==> src/rtl/core/hash_table_store_probe_with_replacement_assert.svh <==
// assertion macros for the hash table store/probe block
`ifndef HASH_TABLE_STORE_PROBE_WITH_REPLACEMENT_ASSERT_SVH
`define HASH_TABLE_STORE_PROBE_WITH_REPLACEMENT_ASSERT_SVH

`ifndef SYNTHESIS

// same-cycle implication, disabled while in reset
`define HTS_ASSERT_IMP(lbl, clk, rst_n, ante, cons) \
    lbl: assert property (@(posedge clk) disable iff (!rst_n) (ante) |-> (cons)) \
        else $error("hts assertion failed");

// next-cycle implication, disabled while in reset
`define HTS_ASSERT_NXT(lbl, clk, rst_n, ante, cons) \
    lbl: assert property (@(posedge clk) disable iff (!rst_n) (ante) |=> (cons)) \
        else $error("hts assertion failed");

`else

`define HTS_ASSERT_IMP(lbl, clk, rst_n, ante, cons)
`define HTS_ASSERT_NXT(lbl, clk, rst_n, ante, cons)

`endif

`endif

==> src/rtl/core/hts_pkg.sv <==
// shared types and constants of the hash table store/probe block
package hts_pkg;

    // action codes
    localparam logic ACTION_PROBE = 1'b0;
    localparam logic ACTION_STORE = 1'b1;

    // bound flag codes
    localparam logic [1:0] FLAG_EXACT = 2'd0;

    // write outcome codes
    localparam logic [1:0] KIND_NONE = 2'd0;
    localparam logic [1:0] KIND_MOVE = 2'd1;
    localparam logic [1:0] KIND_FULL = 2'd2;

    // replacement margin terms
    localparam int DEPTH_BONUS = 7;
    localparam int PV_BONUS    = 2;
    localparam int DEPTH_SLACK = 4;

    // width of the replacement compare
    localparam int CMP_W = 10;

    // slot contents apart from the tag
    typedef struct packed {
        logic [7:0]         age;
        logic signed [15:0] eval;
        logic signed [15:0] score;
        logic [7:0]         depth;
        logic [1:0]         flag;
        logic [15:0]        move;
    } slot_body_t;

    localparam int SLOT_BODY_W = $bits(slot_body_t);

    // request fields apart from the key
    typedef struct packed {
        logic               action;
        logic [1:0]         flag;
        logic [15:0]        move;
        logic [7:0]         depth;
        logic signed [15:0] score;
        logic signed [15:0] eval;
        logic               pv;
    } req_t;

    // result item
    typedef struct packed {
        logic               hit;
        logic [1:0]         kind;
        logic [15:0]        move;
        logic [1:0]         flag;
        logic [7:0]         depth;
        logic signed [15:0] score;
        logic signed [15:0] eval;
    } result_t;

endpackage

==> src/rtl/core/hts_update.sv <==
// replacement decision and slot update for one request
module hts_update #(
    parameter int KEY_BITS = 16
) (
    input  hts_pkg::req_t       req,
    input  logic [KEY_BITS-1:0] req_tag,
    input  logic [7:0]          current_age,
    input  logic [KEY_BITS-1:0] old_tag,
    input  hts_pkg::slot_body_t old_body,
    output logic                wr_en,
    output logic [KEY_BITS-1:0] new_tag,
    output hts_pkg::slot_body_t new_body,
    output hts_pkg::result_t    res
);

    import hts_pkg::*;

    logic             hit;
    logic             may_replace;
    logic             deeper;
    logic             full_wr;
    logic             move_wr;
    logic [CMP_W-1:0] lhs;
    logic [CMP_W-1:0] rhs;

    // tag match and replacement permission
    assign hit         = (old_tag == req_tag);
    assign may_replace = (old_tag == '0) || (old_body.age != current_age) ||
                         (old_body.depth <= req.depth);

    // depth + 7 + 2*pv > old_depth - 4, moved so both sides stay non-negative
    assign lhs = CMP_W'(req.depth) + CMP_W'(DEPTH_BONUS) + CMP_W'(DEPTH_SLACK) +
                 (req.pv ? CMP_W'(PV_BONUS) : '0);
    assign rhs    = CMP_W'(old_body.depth);
    assign deeper = (lhs > rhs);

    // outcome of the store
    assign full_wr = (req.action == ACTION_STORE) && may_replace &&
                     ((req.flag == FLAG_EXACT) || !hit || deeper);
    assign move_wr = (req.action == ACTION_STORE) && may_replace && !full_wr &&
                     (req.move != '0);
    assign wr_en   = full_wr || move_wr;

    // new slot contents
    always_comb begin
        new_tag  = old_tag;
        new_body = old_body;
        if (full_wr) begin
            new_tag        = req_tag;
            new_body.age   = current_age;
            new_body.eval  = req.eval;
            new_body.score = req.score;
            new_body.depth = req.depth;
            new_body.flag  = req.flag;
            new_body.move  = req.move;
        end else if (move_wr) begin
            new_body.move = req.move;
        end
    end

    // result item
    always_comb begin
        res.hit   = hit;
        res.kind  = full_wr ? KIND_FULL : (move_wr ? KIND_MOVE : KIND_NONE);
        res.move  = ((req.action == ACTION_PROBE) && !hit) ? '0 : new_body.move;
        res.flag  = new_body.flag;
        res.depth = new_body.depth;
        res.score = new_body.score;
        res.eval  = new_body.eval;
    end

endmodule

==> config.mk <==
export PLATFORM = sky130hd
export DESIGN_NAME = hts_update
export DESIGN_NICKNAME = d
export VERILOG_FILES = /design/src/rtl/core/hash_table_store_probe_with_replacement_assert.svh /design/src/rtl/core/hts_pkg.sv /design/src/rtl/core/hts_update.sv
export SDC_FILE = /design/constraint.sdc
export NUM_CORES = 1
export LEC_CHECK = 0
export BUFFER_PORTS_ARGS = -buffer_cell sky130_fd_sc_hd__clkbuf_2
export CAP_MARGIN = 20
export CELL_PAD_IN_SITES_DETAIL_PLACEMENT = 0
export CELL_PAD_IN_SITES_GLOBAL_PLACEMENT = 1
export CORE_AREA = 2 2 122 124
export DETAILED_ROUTE_END_ITERATION = 12
export DIE_AREA = 0 0 124 126
export PLACE_DENSITY_LB_ADDON = 0.1
export REMOVE_ABC_BUFFERS = 1
export SETUP_SLACK_MARGIN = 0.02
export SYNTH_ARGS = -nofsm -noshare
export SYNTH_HDL_FRONTEND = slang
export SYNTH_SLANG_ARGS = --single-unit
==> constraint.sdc <==
create_clock -name vclk -period 12.93
set_input_delay 2.586 -clock vclk [all_inputs]
set_output_delay 2.586 -clock vclk [all_outputs]
set_load 0.02 [all_outputs]
## Word level (Yosys, flattened, before mapping)

Cells that the tools add are included.

| word-level totals | value |
|---|---|
| register bits | 0 |
| output and inout port bits | 144 |

| operators by class | value |
|---|---|
| mux-type cells | 8 |
| order comparisons | 2 |
| bitwise gates (word level) | 1 |
| add/sub/neg operators | 3 |
| reductions and logical operators | 15 |
| equal/unequal tests | 2 |

Operator list:

| operator | count |
|---|---|
| 16-bit 2-to-1 mux | 4 |
| 50-bit 2-to-1 mux | 1 |
| 16-bit equality test | 1 |
| 16-bit zero test | 1 |
| 16-bit nonzero test | 1 |
| 10-bit by 2-bit adder with 10-bit output | 1 |
| 9-bit by 3-bit adder with 10-bit output (second input constant) | 1 |
| 10-bit by 8-bit greater-than comparator with 1-bit output | 1 |
| 8-bit by 3-bit adder with 9-bit output (second input constant) | 1 |
| 8-bit <= comparator | 1 |
| 8-bit != test | 1 |
| 1-bit logical AND | 5 |
| 1-bit logical OR | 5 |
| 2-bit 2-to-1 mux | 2 |
| 1-bit zero test | 2 |
| 2-bit zero test | 1 |
| 1-bit 2-to-1 mux | 1 |
| 1-bit NOT | 1 |

## Longest topological paths before layout

| depth | value |
|---|---|
| word-level depth | 12 |
| gate-level depth with buffers | 20 |
| depth with buffers taken out | 17 |

## Worst setup path before layout

OpenSTA, ideal clock, no wires.

| path | value |
|---|---|
| path kind | input port to output port |
| start | input req[34] (netlist bit) |
| end | output res[33] (netlist bit) |
| setup slack | 4.302 ns |
| arrival time | 6.042 ns |
| stages on the path | 20 |
| required time | 10.344 ns |
| path through | inv_1 > ha_1 > inv_1 > ha_1 > inv_1 > fa_1 > inv_1 > a21oi_1 > nor2_1 > xnor2_1 > ha_1 > and4b_1 > o2bb2ai_1 > a41o_1 > and3_1 > nor2_1 > buf_6 > buf_6 > mux2i_1 > buf_4 |

RTL lines:

| element | RTL line | RTL |
|---|---|---|
| start, declared | hts_update.sv:5 | `input hts_pkg::req_t req,` |
| end, declared | hts_update.sv:13 | `output hts_pkg::result_t res` |

==> metrics.cfg <==
[job]
cap_violations = 0

[final_layout]
multi_input_area_um2 = 2059
final_area_um2 = 3943
seq_cells = 0
final_nets = 735
drive_above_1_share_pct = 71.01
postLayoutCoreUtil_pct = 27.54
syn_to_final_growth_pct = 54.76
n_clock_buffer = 0
fillers = 1604
antennaDiodeCount = 0
fin_cells = 729
register_area_um2 = 0

[worst_setup_path]
cp.arrival_ns = 6.82
cp_common_cell = inv_1
critPathSlowestCell = buf_4
path_max_fanout = 58
cpPeakStageDelay_ns = 0.74
path_class = in -> out
start_kind = input pin
critPathRequiredTime_ns = 10.34
end_kind = output port
crit_chain = clkbuf_2, inv_1, ha_1, inv_1, ha_1, inv_1, fa_1, inv_1, a21oi_1, nor2_1, xnor2_1, ha_1, and4b_1, o2bb2ai_1, a41o_1, and3_1, nor2_4, buf_4, mux2_2, clkbuf_2

[synth]
netlist_area_um2 = 2547
yosys.area.top_type_share_pct = 21.66
ys_warn_count = 0
yosysUniqueCellTypes = 37
synth_top_family_by_area = multiplexers
yosysTopAreaCell = mux2_2
synthMuxAreaShare_pct = 39.15
yosys.area_share.simple_pct = 9.234
synth.avg_cell_area_um2 = 8.845
synth_area_leaders = mux2_2, buf_4, mux2_4
syn_inst = 288
yosysSeqAreaShare_pct = 0
synthAdderAreaFrac_pct = 11.10
synth_compound_area_share_pct = 11.10
synth_xor_area_share_pct = 9.971

[drt]
wl_per_cell_um = 15.54
drc = 0
vias_per_cell = 4.199
drt_iter0_drc = 76
drtPass1Iterations = 4
num_vias = 3061
antenna_left = 0
drt_wl_total_um = 11330

[floorplanning]
die_h_um = 126
dieArea_um2 = 15620
core_um2 = 14310
ios = 310
num_rows = 44
chipWidth_um = 124
initial_utilization_pct = 17.80

[pwr]
sw_frac_of_total_pct = 57.04
power.internal_uw = 80.28
powerDensity_nw_per_um2 = 47.40
leakagePower_nw = 2.255
peakVddDrop_uv = 11.71
p_comb_share_pct = 100.0
p_total_uw = 186.9
switchingPower_uw = 106.6
pwr-share-clk_pct = 0
pwr-share-seq_pct = 0

[timing]
finalHoldViolations = 0
setup_viol = 0
slew_headroom_pct = 42.02
fin_setup_tns_ns = 0
final_max_slew_viol_count = 0
clock.fmax_ghz = 0.1063
worst_slack_ns = 3.524
hold_ws_ns = 5.521
post-route-period-util_pct = 72.74
final.min_clock_period_ns = 9.406
rsz0062_at_grt = false
worst_pin_slew_ns = 0.8697

[clock_tree]
cts_resized = 0
cts_setup_buffers = 0
cts_hold_buf = 0

[placement]
place_ws_ns = 3.485
dp_hpwl_um = 10490
dpl_cell_area_um2 = 3943
gp_congestion = 0.7521
placed_cells = 729
port_buffers = 310

[global_route]
grt_overflow = 0
gr-usage-all-layers_pct = 12.93
antenna_found_initial = 0
grt_pass1_wl_um = 15830
grt_start_max_net_pins = 59
grt_pass1_vias = 3066

[min_path]
hp-class = in -> out

[outcome]
outcome = finished, final reports clean

-- area by class of cell --
cell class | count | area share (%)
inverter | 23 | 2.190
timing repair buffer | 312 | 39.73
multi-input combinational | 210 | 52.24
tap | 184 | 5.839
-- cells in the final DEF, fill, tap and decap left out, drive strengths merged, types with 6 or more instances in the layout --
cell type	n
mux2	75
ha	21
nand4	6
xnor2	20
xor2	9
a22o	16
nor4	11
clkbuf	310
mux2i	7
nor2	9
inv	23
-- kinds of logic after synthesis --
family          count (synthesis)
mux                            82
fa+ha+maj                      22
xor+xnor                       29
buf+inv                        78
compound gates                 34
simple gates                   43
-- synthesized netlist by cell type, types with 2 or more instances --
| library cell | n |
|---|---|
| a22o_1 | 16 |
| mux2i_1 | 7 |
| nand3_1 | 4 |
| nand4_1 | 6 |
| buf_6 | 4 |
| and4_1 | 2 |
| ha_1 | 21 |
| nor2b_1 | 2 |
| xor2_1 | 9 |
| mux2_2 | 49 |
| buf_2 | 6 |
| mux2_4 | 22 |
| buf_4 | 44 |
| a211oi_1 | 3 |
| nor4_1 | 11 |
| nor3_1 | 2 |
| nand2_1 | 5 |
| nor2_1 | 9 |
| mux2_1 | 4 |
| inv_1 | 23 |
| xnor2_1 | 20 |
| a21oi_1 | 4 |
-- metal layers --
layer	track usage [%]	routed length, µm	up-vias
met5	0	0	-
met3	2.536	1089	2
met2	28.12	6316	171
met1	12.59	3878	1361
li1	-	-	1527
met4	0.4627	41	0
-- final timing paths --
check         start      endpoint  slack (ns)  cells past startpoint
max         req[34]       res[18]        3.52                     20
min    old_body[12]  new_body[12]        5.52                      3
-- worst max-delay path: cells and delay by family --
| kind | cells | cell delay [ns] |
|---|---|---|
| fa+ha+maj | 4 | 1.09 |
| compound gates | 3 | 0.42 |
| simple gates | 4 | 0.87 |
| mux | 1 | 0.43 |
| xor+xnor | 1 | 0.14 |
| buf+inv | 7 | 1.22 |
-- power by group through the flow --
| stage | registers [mW] | logic, mW | clock network [mW] |
|---|---|---|---|
| after CTS | 0 | 0.190 | 0 |
| after floorplan | 0 | 0.113 | 0 |
| after detailed placement | 0 | 0.189 | 0 |
| after global placement | 0 | 0.191 | 0 |
| after global routing | 0 | 0.204 | 0 |
| final | 0 | 0.187 | 0 |
Power figures use the tool's default switching activity.
